===== src/sv/wdes_pkg.sv =====
// Shared types and constants for the walk detector.
package wdes_pkg;

  // Field widths
  localparam int RAW_W      = 16;
  localparam int CAL_W      = 16;
  localparam int CAL_SHIFT  = 16;
  localparam int GAIN_W     = 24;
  localparam int THR_W      = 16;
  localparam int ENERGY_W   = 16;
  localparam int SPLIT_W    = 24;
  localparam int MUL_MIN_W  = GAIN_W + 1;

  localparam int WINDOW_LENGTH_DEF = 80;

  // Configuration port
  localparam int CFG_INDEX_W = 2;
  localparam int CFG_DATA_W  = 24;

  localparam logic [CFG_INDEX_W-1:0] REG_ZERO_G_OFFSET  = 2'd0;
  localparam logic [CFG_INDEX_W-1:0] REG_G_SCALE_GAIN   = 2'd1;
  localparam logic [CFG_INDEX_W-1:0] REG_WALK_THRESHOLD = 2'd2;

  localparam logic [RAW_W-1:0]  ZERO_G_OFFSET_RST  = 16'd0;
  localparam logic [GAIN_W-1:0] G_SCALE_GAIN_RST   = 24'd65536;
  localparam logic [THR_W-1:0]  WALK_THRESHOLD_RST = 16'd154;

  // One datapath step per cycle of the sequencer
  typedef enum logic [3:0] {
    OP_NONE,
    OP_CAL_X,
    OP_CAL_Y,
    OP_CAL_Z,
    OP_SQ_X,
    OP_SQ_Y,
    OP_SQ_Z,
    OP_OLD_SQ,
    OP_NEW_SQ,
    OP_SUM_SQ,
    OP_N_LO,
    OP_N_HI,
    OP_T_N,
    OP_T_SQ,
    OP_COMPARE
  } dp_op_t;

  typedef enum logic [3:0] {
    ST_IDLE,
    ST_CAL_X,
    ST_CAL_Y,
    ST_CAL_Z,
    ST_SQ_X,
    ST_SQ_Y,
    ST_SQ_Z,
    ST_OLD_SQ,
    ST_NEW_SQ,
    ST_SUM_SQ,
    ST_N_LO,
    ST_N_HI,
    ST_T_N,
    ST_T_SQ,
    ST_COMPARE,
    ST_OUT
  } state_t;

  typedef struct packed {
    dp_op_t op;
    logic   in_load;
    logic   out_load;
  } dp_cmd_t;

  typedef struct packed {
    logic out_free;
  } dp_status_t;

endpackage


===== src/sv/wdes_ram.sv =====
// Generic single-port-write, single-port-read RAM with registered read.
module wdes_ram #(
  parameter int WIDTH = 16,
  parameter int DEPTH = 80
) (
  input  logic                     clk,
  input  logic                     we,
  input  logic [$clog2(DEPTH)-1:0] waddr,
  input  logic [WIDTH-1:0]         wdata,
  input  logic [$clog2(DEPTH)-1:0] raddr,
  output logic [WIDTH-1:0]         rdata
);

  logic [WIDTH-1:0] mem [DEPTH];

  always_ff @(posedge clk) begin
    if (we) begin
      mem[waddr] <= wdata;
    end
    rdata <= mem[raddr];
  end

endmodule


===== src/sv/wdes_ctrl.sv =====
// Sequencer for the walk detector: steps the datapath through one request.
module wdes_ctrl (
  input  logic                 clk,
  input  logic                 rst_n,
  input  logic                 in_valid,
  output logic                 in_ready,
  input  wdes_pkg::dp_status_t status,
  output wdes_pkg::dp_cmd_t    cmd
);

  wdes_pkg::state_t state_r;
  wdes_pkg::state_t state_nxt;

  always_ff @(posedge clk) begin
    if (!rst_n) begin
      state_r <= wdes_pkg::ST_IDLE;
    end else begin
      state_r <= state_nxt;
    end
  end

  always_comb begin
    state_nxt = state_r;
    case (state_r)
      wdes_pkg::ST_IDLE:    if (in_valid) state_nxt = wdes_pkg::ST_CAL_X;
      wdes_pkg::ST_CAL_X:   state_nxt = wdes_pkg::ST_CAL_Y;
      wdes_pkg::ST_CAL_Y:   state_nxt = wdes_pkg::ST_CAL_Z;
      wdes_pkg::ST_CAL_Z:   state_nxt = wdes_pkg::ST_SQ_X;
      wdes_pkg::ST_SQ_X:    state_nxt = wdes_pkg::ST_SQ_Y;
      wdes_pkg::ST_SQ_Y:    state_nxt = wdes_pkg::ST_SQ_Z;
      wdes_pkg::ST_SQ_Z:    state_nxt = wdes_pkg::ST_OLD_SQ;
      wdes_pkg::ST_OLD_SQ:  state_nxt = wdes_pkg::ST_NEW_SQ;
      wdes_pkg::ST_NEW_SQ:  state_nxt = wdes_pkg::ST_SUM_SQ;
      wdes_pkg::ST_SUM_SQ:  state_nxt = wdes_pkg::ST_N_LO;
      wdes_pkg::ST_N_LO:    state_nxt = wdes_pkg::ST_N_HI;
      wdes_pkg::ST_N_HI:    state_nxt = wdes_pkg::ST_T_N;
      wdes_pkg::ST_T_N:     state_nxt = wdes_pkg::ST_T_SQ;
      wdes_pkg::ST_T_SQ:    state_nxt = wdes_pkg::ST_COMPARE;
      wdes_pkg::ST_COMPARE: state_nxt = wdes_pkg::ST_OUT;
      // hold until the output register can take the result
      wdes_pkg::ST_OUT:     if (status.out_free) state_nxt = wdes_pkg::ST_IDLE;
      default:              state_nxt = wdes_pkg::ST_IDLE;
    endcase
  end

  always_comb begin
    in_ready     = (state_r == wdes_pkg::ST_IDLE);
    cmd.in_load  = (state_r == wdes_pkg::ST_IDLE) && in_valid;
    cmd.out_load = (state_r == wdes_pkg::ST_OUT) && status.out_free;
    case (state_r)
      wdes_pkg::ST_CAL_X:   cmd.op = wdes_pkg::OP_CAL_X;
      wdes_pkg::ST_CAL_Y:   cmd.op = wdes_pkg::OP_CAL_Y;
      wdes_pkg::ST_CAL_Z:   cmd.op = wdes_pkg::OP_CAL_Z;
      wdes_pkg::ST_SQ_X:    cmd.op = wdes_pkg::OP_SQ_X;
      wdes_pkg::ST_SQ_Y:    cmd.op = wdes_pkg::OP_SQ_Y;
      wdes_pkg::ST_SQ_Z:    cmd.op = wdes_pkg::OP_SQ_Z;
      wdes_pkg::ST_OLD_SQ:  cmd.op = wdes_pkg::OP_OLD_SQ;
      wdes_pkg::ST_NEW_SQ:  cmd.op = wdes_pkg::OP_NEW_SQ;
      wdes_pkg::ST_SUM_SQ:  cmd.op = wdes_pkg::OP_SUM_SQ;
      wdes_pkg::ST_N_LO:    cmd.op = wdes_pkg::OP_N_LO;
      wdes_pkg::ST_N_HI:    cmd.op = wdes_pkg::OP_N_HI;
      wdes_pkg::ST_T_N:     cmd.op = wdes_pkg::OP_T_N;
      wdes_pkg::ST_T_SQ:    cmd.op = wdes_pkg::OP_T_SQ;
      wdes_pkg::ST_COMPARE: cmd.op = wdes_pkg::OP_COMPARE;
      default:              cmd.op = wdes_pkg::OP_NONE;
    endcase
  end

endmodule


===== src/sv/wdes_dp.sv =====
// Datapath for the walk detector: shared multiplier, window statistics, config and output.
module wdes_dp #(
  parameter int WINDOW_LENGTH = wdes_pkg::WINDOW_LENGTH_DEF
) (
  input  logic                              clk,
  input  logic                              rst_n,
  input  wdes_pkg::dp_cmd_t                 cmd,
  output wdes_pkg::dp_status_t              status,
  input  logic [wdes_pkg::RAW_W-1:0]        in_raw_x,
  input  logic [wdes_pkg::RAW_W-1:0]        in_raw_y,
  input  logic [wdes_pkg::RAW_W-1:0]        in_raw_z,
  output logic                              out_valid,
  input  logic                              out_ready,
  output logic                              out_walking,
  output logic [wdes_pkg::ENERGY_W-1:0]     out_sample_energy,
  input  logic                              cfg_we,
  input  logic [wdes_pkg::CFG_INDEX_W-1:0]  cfg_index,
  input  logic [wdes_pkg::CFG_DATA_W-1:0]   cfg_data
);

  localparam int RAW_W    = wdes_pkg::RAW_W;
  localparam int CAL_W    = wdes_pkg::CAL_W;
  localparam int ENERGY_W = wdes_pkg::ENERGY_W;
  localparam int GAIN_W   = wdes_pkg::GAIN_W;
  localparam int THR_W    = wdes_pkg::THR_W;
  localparam int LO_W     = wdes_pkg::SPLIT_W;
  localparam int DX_W     = RAW_W + 1;
  localparam int ACC_W    = 2 * CAL_W;
  localparam int IDX_W    = $clog2(WINDOW_LENGTH);
  localparam int NW       = $clog2(WINDOW_LENGTH + 1);
  localparam int SUM_W    = ENERGY_W + IDX_W;
  localparam int SQ_W     = 2 * ENERGY_W + IDX_W;
  localparam int HI_W     = SQ_W - LO_W;
  localparam int TN_W     = THR_W + NW;
  localparam int LHS_W    = SQ_W + NW;
  localparam int RHS_W    = 2 * TN_W;
  localparam int CMP_W    = (LHS_W > RHS_W) ? LHS_W : RHS_W;
  localparam int MW       = (TN_W + 1 > wdes_pkg::MUL_MIN_W) ? TN_W + 1 : wdes_pkg::MUL_MIN_W;
  localparam int PW       = 2 * MW;
  localparam int SAT_LO   = wdes_pkg::CAL_SHIFT + CAL_W - 1;

  localparam logic [NW-1:0]    N_VAL    = NW'(WINDOW_LENGTH);
  localparam logic [IDX_W-1:0] LAST_IDX = IDX_W'(WINDOW_LENGTH - 1);

  // Saturate floor(p / 2^16) to the signed calibrated range
  function automatic logic [CAL_W-1:0] sat_cal(input logic [PW-1:0] p);
    logic [PW-1-SAT_LO:0] hi;
    logic [CAL_W-1:0]     q;
    hi = p[PW-1:SAT_LO];
    if ((hi == '0) || (hi == '1)) begin
      q = p[SAT_LO:wdes_pkg::CAL_SHIFT];
    end else if (p[PW-1]) begin
      q = {1'b1, {(CAL_W-1){1'b0}}};
    end else begin
      q = {1'b0, {(CAL_W-1){1'b1}}};
    end
    return q;
  endfunction

  // Configuration registers
  logic [RAW_W-1:0]  zero_r,  zero_nxt;
  logic [GAIN_W-1:0] gain_r,  gain_nxt;
  logic [THR_W-1:0]  thr_r,   thr_nxt;

  // Request payload and intermediate values
  logic [RAW_W-1:0]    raw_x_r, raw_y_r, raw_z_r;
  logic [RAW_W-1:0]    raw_x_nxt, raw_y_nxt, raw_z_nxt;
  logic [CAL_W-1:0]    cal_x_r, cal_y_r, cal_z_r;
  logic [CAL_W-1:0]    cal_x_nxt, cal_y_nxt, cal_z_nxt;
  logic [ACC_W-1:0]    acc_r, acc_nxt;
  logic [ENERGY_W-1:0] energy_r, energy_nxt;
  logic [LHS_W-1:0]    lhs_r, lhs_nxt;
  logic                walk_r, walk_nxt;

  // Window state
  logic [IDX_W-1:0] ptr_r, ptr_nxt;
  logic             filled_r, filled_nxt;
  logic [SUM_W-1:0] sum_r, sum_nxt;
  logic [SQ_W-1:0]  sq_r, sq_nxt;

  // Output register
  logic                out_valid_r, out_valid_nxt;
  logic                out_walking_r, out_walking_nxt;
  logic [ENERGY_W-1:0] out_energy_r, out_energy_nxt;

  // Shared multiplier
  logic signed [MW-1:0] mul_a, mul_b;
  logic signed [PW-1:0] prod_r;

  logic [RAW_W-1:0]    raw_sel;
  logic [DX_W-1:0]     dx;
  logic [ACC_W-1:0]    e_sum;
  logic [ENERGY_W-1:0] ram_rdata;
  logic [ENERGY_W-1:0] old;
  logic                ram_we;

  assign status.out_free   = !out_valid_r || out_ready;
  assign out_valid         = out_valid_r;
  assign out_walking       = out_walking_r;
  assign out_sample_energy = out_energy_r;

  // Entries ahead of the pointer read as zero until the window first wraps
  assign old   = filled_r ? ram_rdata : '0;
  assign e_sum = acc_r + prod_r[ACC_W-1:0];

  wdes_ram #(
    .WIDTH(ENERGY_W),
    .DEPTH(WINDOW_LENGTH)
  ) u_window (
    .clk  (clk),
    .we   (ram_we),
    .waddr(ptr_r),
    .wdata(energy_r),
    .raddr(ptr_r),
    .rdata(ram_rdata)
  );

  always_comb begin
    case (cmd.op)
      wdes_pkg::OP_CAL_Y: raw_sel = raw_y_r;
      wdes_pkg::OP_CAL_Z: raw_sel = raw_z_r;
      default:            raw_sel = raw_x_r;
    endcase
    dx = {raw_sel[RAW_W-1], raw_sel} - {zero_r[RAW_W-1], zero_r};
  end

  // Operand select for the shared multiplier
  always_comb begin
    mul_a = '0;
    mul_b = '0;
    case (cmd.op)
      wdes_pkg::OP_CAL_X, wdes_pkg::OP_CAL_Y, wdes_pkg::OP_CAL_Z: begin
        mul_a = {{(MW-DX_W){dx[DX_W-1]}}, dx};
        mul_b = {{(MW-GAIN_W){gain_r[GAIN_W-1]}}, gain_r};
      end
      wdes_pkg::OP_SQ_X: begin
        mul_a = {{(MW-CAL_W){cal_x_r[CAL_W-1]}}, cal_x_r};
        mul_b = mul_a;
      end
      wdes_pkg::OP_SQ_Y: begin
        mul_a = {{(MW-CAL_W){cal_y_r[CAL_W-1]}}, cal_y_r};
        mul_b = mul_a;
      end
      wdes_pkg::OP_SQ_Z: begin
        mul_a = {{(MW-CAL_W){cal_z_r[CAL_W-1]}}, cal_z_r};
        mul_b = mul_a;
      end
      wdes_pkg::OP_OLD_SQ: begin
        mul_a = {{(MW-ENERGY_W){1'b0}}, old};
        mul_b = mul_a;
      end
      wdes_pkg::OP_NEW_SQ: begin
        mul_a = {{(MW-ENERGY_W){1'b0}}, energy_r};
        mul_b = mul_a;
      end
      wdes_pkg::OP_SUM_SQ: begin
        mul_a = {{(MW-SUM_W){1'b0}}, sum_r};
        mul_b = mul_a;
      end
      wdes_pkg::OP_N_LO: begin
        mul_a = {{(MW-NW){1'b0}}, N_VAL};
        mul_b = {{(MW-LO_W){1'b0}}, sq_r[LO_W-1:0]};
      end
      wdes_pkg::OP_N_HI: begin
        mul_a = {{(MW-NW){1'b0}}, N_VAL};
        mul_b = {{(MW-HI_W){1'b0}}, sq_r[SQ_W-1:LO_W]};
      end
      wdes_pkg::OP_T_N: begin
        mul_a = {{(MW-THR_W){1'b0}}, thr_r};
        mul_b = {{(MW-NW){1'b0}}, N_VAL};
      end
      wdes_pkg::OP_T_SQ: begin
        mul_a = {{(MW-TN_W){1'b0}}, prod_r[TN_W-1:0]};
        mul_b = mul_a;
      end
      default: begin
        mul_a = '0;
        mul_b = '0;
      end
    endcase
  end

  always_comb begin
    zero_nxt        = zero_r;
    gain_nxt        = gain_r;
    thr_nxt         = thr_r;
    raw_x_nxt       = raw_x_r;
    raw_y_nxt       = raw_y_r;
    raw_z_nxt       = raw_z_r;
    cal_x_nxt       = cal_x_r;
    cal_y_nxt       = cal_y_r;
    cal_z_nxt       = cal_z_r;
    acc_nxt         = acc_r;
    energy_nxt      = energy_r;
    lhs_nxt         = lhs_r;
    walk_nxt        = walk_r;
    ptr_nxt         = ptr_r;
    filled_nxt      = filled_r;
    sum_nxt         = sum_r;
    sq_nxt          = sq_r;
    out_walking_nxt = out_walking_r;
    out_energy_nxt  = out_energy_r;
    out_valid_nxt   = out_valid_r && !out_ready;
    ram_we          = 1'b0;

    if (cfg_we) begin
      case (cfg_index)
        wdes_pkg::REG_ZERO_G_OFFSET:  zero_nxt = cfg_data[RAW_W-1:0];
        wdes_pkg::REG_G_SCALE_GAIN:   gain_nxt = cfg_data[GAIN_W-1:0];
        wdes_pkg::REG_WALK_THRESHOLD: thr_nxt  = cfg_data[THR_W-1:0];
        default: ;
      endcase
    end

    if (cmd.in_load) begin
      raw_x_nxt = in_raw_x;
      raw_y_nxt = in_raw_y;
      raw_z_nxt = in_raw_z;
    end

    if (cmd.out_load) begin
      out_valid_nxt   = 1'b1;
      out_walking_nxt = walk_r;
      out_energy_nxt  = energy_r;
    end

    // Each step after the first consumes the product of the step before
    case (cmd.op)
      wdes_pkg::OP_CAL_Y:  cal_x_nxt = sat_cal(prod_r);
      wdes_pkg::OP_CAL_Z:  cal_y_nxt = sat_cal(prod_r);
      wdes_pkg::OP_SQ_X:   cal_z_nxt = sat_cal(prod_r);
      wdes_pkg::OP_SQ_Y:   acc_nxt   = prod_r[ACC_W-1:0];
      wdes_pkg::OP_SQ_Z:   acc_nxt   = e_sum;
      wdes_pkg::OP_OLD_SQ: energy_nxt = e_sum[ACC_W-1:ACC_W-ENERGY_W];
      wdes_pkg::OP_NEW_SQ: begin
        sq_nxt     = sq_r - SQ_W'(prod_r[ACC_W-1:0]);
        sum_nxt    = sum_r - SUM_W'(old) + SUM_W'(energy_r);
        ram_we     = 1'b1;
        ptr_nxt    = (ptr_r == LAST_IDX) ? '0 : ptr_r + 1'b1;
        filled_nxt = filled_r || (ptr_r == LAST_IDX);
      end
      wdes_pkg::OP_SUM_SQ: sq_nxt  = sq_r + SQ_W'(prod_r[ACC_W-1:0]);
      wdes_pkg::OP_N_LO:   lhs_nxt = LHS_W'(0) - LHS_W'(prod_r[2*SUM_W-1:0]);
      wdes_pkg::OP_N_HI:   lhs_nxt = lhs_r + LHS_W'(prod_r[LO_W+NW-1:0]);
      wdes_pkg::OP_T_N:    lhs_nxt = lhs_r + {prod_r[HI_W+NW-1:0], {LO_W{1'b0}}};
      wdes_pkg::OP_COMPARE: begin
        walk_nxt = CMP_W'(lhs_r) > CMP_W'(prod_r[RHS_W-1:0]);
      end
      default: ;
    endcase
  end

  always_ff @(posedge clk) begin
    if (!rst_n) begin
      zero_r      <= wdes_pkg::ZERO_G_OFFSET_RST;
      gain_r      <= wdes_pkg::G_SCALE_GAIN_RST;
      thr_r       <= wdes_pkg::WALK_THRESHOLD_RST;
      ptr_r       <= '0;
      filled_r    <= 1'b0;
      sum_r       <= '0;
      sq_r        <= '0;
      out_valid_r <= 1'b0;
    end else begin
      zero_r      <= zero_nxt;
      gain_r      <= gain_nxt;
      thr_r       <= thr_nxt;
      ptr_r       <= ptr_nxt;
      filled_r    <= filled_nxt;
      sum_r       <= sum_nxt;
      sq_r        <= sq_nxt;
      out_valid_r <= out_valid_nxt;
    end
  end

  always_ff @(posedge clk) begin
    prod_r        <= mul_a * mul_b;
    raw_x_r       <= raw_x_nxt;
    raw_y_r       <= raw_y_nxt;
    raw_z_r       <= raw_z_nxt;
    cal_x_r       <= cal_x_nxt;
    cal_y_r       <= cal_y_nxt;
    cal_z_r       <= cal_z_nxt;
    acc_r         <= acc_nxt;
    energy_r      <= energy_nxt;
    lhs_r         <= lhs_nxt;
    walk_r        <= walk_nxt;
    out_walking_r <= out_walking_nxt;
    out_energy_r  <= out_energy_nxt;
  end

endmodule


===== src/sv/walk_detector_energy_stddev.sv =====
// Top level of the walk detector: sequencer plus datapath.
//
//  Channel | Ports                                      | Direction
//  --------+--------------------------------------------+----------
//  in      | in_valid, in_ready, in_raw_x/y/z           | request in
//  out     | out_valid, out_ready, out_walking,         | result out
//          | out_sample_energy                          |
//  cfg     | cfg_we, cfg_index, cfg_data                | write only
//
// A request steps through the calibrate, square, window and compare states before its
// result sits in the output register, and no new request is accepted until the sequencer
// is back in idle: 13 products go one per cycle through a single shared 25x25 multiplier.
// Reset is synchronous; the window reads as zero until its pointer first wraps,
// tracked by a fill flag, so there is no clearing pass after reset.
// A waiting result does not block acceptance of the next request; the sequencer
// holds only if the previous result is still not taken when the new one is done.
module walk_detector_energy_stddev #(
  parameter int WINDOW_LENGTH = wdes_pkg::WINDOW_LENGTH_DEF
) (
  input  logic                              clk,
  input  logic                              rst_n,
  input  logic                              in_valid,
  output logic                              in_ready,
  input  logic [wdes_pkg::RAW_W-1:0]        in_raw_x,
  input  logic [wdes_pkg::RAW_W-1:0]        in_raw_y,
  input  logic [wdes_pkg::RAW_W-1:0]        in_raw_z,
  output logic                              out_valid,
  input  logic                              out_ready,
  output logic                              out_walking,
  output logic [wdes_pkg::ENERGY_W-1:0]     out_sample_energy,
  input  logic                              cfg_we,
  input  logic [wdes_pkg::CFG_INDEX_W-1:0]  cfg_index,
  input  logic [wdes_pkg::CFG_DATA_W-1:0]   cfg_data
);

  wdes_pkg::dp_cmd_t    cmd;
  wdes_pkg::dp_status_t status;

  wdes_ctrl u_ctrl (
    .clk     (clk),
    .rst_n   (rst_n),
    .in_valid(in_valid),
    .in_ready(in_ready),
    .status  (status),
    .cmd     (cmd)
  );

  wdes_dp #(
    .WINDOW_LENGTH(WINDOW_LENGTH)
  ) u_dp (
    .clk              (clk),
    .rst_n            (rst_n),
    .cmd              (cmd),
    .status           (status),
    .in_raw_x         (in_raw_x),
    .in_raw_y         (in_raw_y),
    .in_raw_z         (in_raw_z),
    .out_valid        (out_valid),
    .out_ready        (out_ready),
    .out_walking      (out_walking),
    .out_sample_energy(out_sample_energy),
    .cfg_we           (cfg_we),
    .cfg_index        (cfg_index),
    .cfg_data         (cfg_data)
  );

endmodule


===== config.mk =====
export PLATFORM = sky130hd
export DESIGN_NAME = walk_detector_energy_stddev
export DESIGN_NICKNAME = d
export VERILOG_FILES = /design/src/sv/wdes_pkg.sv /design/src/sv/wdes_ram.sv /design/src/sv/wdes_ctrl.sv /design/src/sv/wdes_dp.sv /design/src/sv/walk_detector_energy_stddev.sv
export SDC_FILE = /design/constraint.sdc
export NUM_CORES = 2
export LEC_CHECK = 0
export BUFFER_PORTS_ARGS = -buffer_cell sky130_fd_sc_hd__clkbuf_2
export CAP_MARGIN = 40
export CORE_MARGIN = 2
export CORE_UTILIZATION = 50
export CTS_CLUSTER_DIAMETER = 120
export DETAILED_ROUTE_END_ITERATION = 8
export MAX_ROUTING_LAYER = met4
export PLACE_DENSITY = 0.62
export SETUP_SLACK_MARGIN = 0.02
export SYNTH_ARGS = -nofsm -noshare
export SYNTH_HDL_FRONTEND = slang
export SYNTH_SLANG_ARGS = --single-unit

===== constraint.sdc =====
create_clock -name clk -period 21.5 [get_ports clk]
set_input_delay 2.15 -clock clk [delete_from_list [all_inputs] [get_ports clk]]
set_output_delay 2.15 -clock clk [all_outputs]
set_load 0.05 [all_outputs]

==> summary.md <==
| Metric | Value |
|---|---|
| Post-Place Setup Slack | `8.17 ns` |
| Antenna violations before repair | `13` |
| RD Place Congestion | `0.965` |
| Final Hold Fails | `0` |
| Aggregate global-route resource usage | `31.7%` |
| PortBufs | `97` |
| Clk_lat worst skew | `0.87 ns` |
| Core area | `190000 um^2` |
| CTS root buf | `clkbuf_16` |
| Max cap viols | `0` |
| Syn. warnings | `0` |
| Filler cells | `15900` |
| Die Span Y | `441 um` |
| Die X | `441 um` |
| Worst Setup Start Kind | `flip-flop` |
| CTS H-Tree Depth | `4` |
| Total negative slack | `0 ns` |
| Clock sink count | `1689` |
| Antenna viol nets, final | `0` |
| Residual DRC | `0` |
| Clock Path Buffers | `3` |
| Setup bufs post-CTS | `0` |
| CTS clock-pin slew for the worst setup and hold paths | `0.06 ns` |
| Period utilization | `63.3%` |
| Syn Inst Count | `8063` |
| Post-CTS sizing | `0` |
| Number of synthesized flops with an enable pin | `1488` |
| Vias | `66600` |
| HPWL after DPL | `205 mm` |
| CTS buffer count | `171` |
| #FFs+latches synth | `1689` |
| Worst slew margin | `31.1%` |
| Reg-to-Reg End | `u_dp.prod_r[48]` |
| Hold Buf Count CTS | `0` |
| Status | `finished, final reports clean` |
| Setup Skew | `0.0721 ns` |
| Die area | `194000 um^2` |
| Drt first pass iters | `8` |
| F_max | `73.5 MHz` |
| Worst Hold Depth | `2` |
| Most common cell after layout, fill and taps aside | `edfxtp_1` |
| Rows | `160` |
| Mean Syn Cell Area | `11.8 um^2` |
| Hold Crit Start | `u_dp.gain_r[12]` |
| WP data arrival | `14.34 ns` |
| Sequential share of the synthesized area | `51.1%` |
| Post-synth net total | `9153` |
| RSZ-0062 raised after global routing | `no` |
| WS Path Type | `flip-flop to flip-flop` |
| R2R Setup Slk | `7.89 ns` |
| Reg2reg path depth | `40` |
| Vias in the first global route | `65500` |
| Min-delay worst type | `flip-flop to flip-flop` |
| CP max stage cell | `inv_1` |
| Gr ovfl total | `0` |
| Initial Util | `50.2%` |
| Crit path capture type | `flip-flop` |
| TritonCTS clock tree | `yes` |
| I/O pin count | `98` |
| Share of layout cells above drive strength 1 | `9.16%` |
| Predominant post-synthesis flop cell | `edfxtp_1` |
| Peak VDD IR | `0.0876 mV` |
| CP bufs+invs | `8` |
| Nets@finish | `9291` |
| First-pass GRT wire length | `438 mm` |
| Mapped Area | `95300 um^2` |
| Final Instance Area | `106000 um^2` |
| Power Total | `8940 uW` |
| Worst-Margin Slew | `1.03 ns` |
| Static Leakage | `0.0405 uW` |
| Slew Viols, Final | `0` |
| Tmin final | `13.61 ns` |
| Dpl cell area | `100000 um^2` |
| Worst Hold End | `u_dp.gain_r[12]` |
| Critical Path RT | `22.23 ns` |
| Area growth from synthesis to layout | `11.2%` |
| Drt total wl | `299 mm` |
| Setup violations, final | `0` |
| Ys async rst share | `0%` |
| Worst-path fanout max | `23` |
| Synth unique cells | `96` |
| WL/cell | `27.5 um` |
| Largest net degree at the start of global routing | `124` |
| Critical path's most frequent cell | `fa_1` |
| Most frequent cells in the layout | `edfxtp_1 (1488), inv_1 (933), nand2_1 (745), fa_1 (663), nor2_1 (580)` |
| Setup WS post-layout | `7.89 ns` |
| R2R Path Start | `u_ctrl.cmd[3]` |
| DRT iter0 DRCs | `8200` |
| Crit path max-delay family | `adder cells` |
| Worst path max stage delay | `0.84 ns` |
| Pwr dens | `84.3 nW/um^2` |
| Vias per cell | `6.13` |
sequential cells by signal, summed over array words and instances, names as in the netlist, 4 cells and up:
register / cells
u_dp.cal_z_r: 16
u_dp.zero_r: 16
u_dp.energy_r: 16
u_dp.cal_x_r: 16
u_dp.acc_r: 32
u_dp.u_window.mem: 1280
u_ctrl.state_r: 4
u_dp.thr_r: 16
u_dp.out_sample_energy: 16
u_dp.raw_x_r: 16
u_dp.cal_y_r: 16
u_dp.sq_r: 39
u_dp.raw_y_r: 16
u_dp.lhs_r: 46
u_ctrl.cmd: 4
u_dp.ptr_r: 7
u_dp.prod_r: 50
u_dp.gain_r: 24
u_dp.sum_r: 23
u_dp.u_window.rdata: 16
u_dp.raw_z_r: 16
worst reg2reg max path, delay by kind of cell (launching register included):
family | cells | cell delay, ns
flops | 1 | 0.69
fa+ha+maj | 10 | 4.55
xor+xnor | 1 | 0.14
compound gates | 13 | 3.99
buf+inv | 8 | 1.41
simple gates | 8 | 2.76
worst max-delay path by stage:
stage                   from              end  slack [ns]  cells past startpoint
2_1_floorplan  u_ctrl.cmd[2]  u_dp.prod_r[49]       11.03                     42
3_3_place_gp   u_ctrl.cmd[3]  u_dp.prod_r[48]        8.03                     39
3_5_place_dp   u_ctrl.cmd[3]  u_dp.prod_r[49]        8.17                     38
4_1_cts        u_ctrl.cmd[3]  u_dp.prod_r[48]        8.09                     40
5_1_grt        u_ctrl.cmd[3]  u_dp.prod_r[48]        7.22                     40
6_report       u_ctrl.cmd[3]  u_dp.prod_r[48]        7.89                     40
cells by family (layout without fill, tap and decap cells):
logic type	count (synthesis)	count (layout)	share of synthesized area, %
XOR/XNOR	247	247	2.28
multiplexers	66	66	0.950
AND/OR/NAND/NOR	2007	2007	9.63
flip-flops	1689	1689	51.1
buffers and inverters	1340	1621	5.34
other	0	8	0
AO/OA/AOI/OAI	1703	1703	12.2
adder cells (fa/ha/maj)	1011	1011	18.5
stage by stage:
step | instances | hold WS (ns) | utilization, %
2_1_floorplan | 8063 | 0.400 | -
3_3_place_gp | 10500 | 0.443 | 52.3
3_5_place_dp | 10500 | 0.447 | 52.8
4_1_cts | 10900 | 0.455 | 55.8
5_1_grt | 10900 | 0.466 | 55.8
6_report | 10900 | 0.455 | 55.8
area by class of cell:
cell class                 count  area (um^2)  area share [%]
antenna                        8         20.0          0.0189
clock buffer                 218         4600            4.34
clock inverter                98         1130            1.07
inverter                     935         3510            3.31
multi-input combinational   5034        41700            39.4
sequential                  1689        48700            46.0
tap                         2511         3140            2.96
timing repair buffer         370         3120            2.94
metal layers:
metal  share of wire [%]  routed length (um)  global-route usage, %  vias to the layer above
met1                  41              124000                   44.4                    33800
met5                   0                   0                      -                        -
met2                  45              135000                   46.6                     3309
met3                  10               29900                   5.78                      542
li1                    -                   -                      -                    28900
met4                 3.7               11000                   11.0                        0
power by group:
| part | switching [uW] | internal (uW) | leakage [uW] |
|---|---|---|---|
| combinational | 1450 | 798 | 0.0228 |
| clock | 1330 | 1690 | 0.00276 |
| sequential | 56.1 | 3620 | 0.0150 |
| total | 2830 | 6110 | 0.0405 |
cells in the mapped netlist (all sizes together), types with 67 or more instances:
| cell | instances | area [um^2] |
|---|---|---|
| nand4 | 157 | 995 |
| a21o | 109 | 818 |
| fa | 663 | 13300 |
| nand2 | 747 | 2810 |
| a22oi | 538 | 4040 |
| inv | 934 | 3510 |
| o21ai | 247 | 1240 |
| ha | 348 | 4350 |
| dfxtp | 201 | 4020 |
| xor2 | 67 | 587 |
| a221oi | 72 | 631 |
| buf | 70 | 319 |
| xnor2 | 180 | 1580 |
| clkbuf | 335 | 1260 |
| nor2 | 606 | 2280 |
| edfxtp | 1488 | 44700 |
| nand3 | 133 | 693 |
| a21oi | 339 | 1700 |
(Power assumes the default switching activity.)
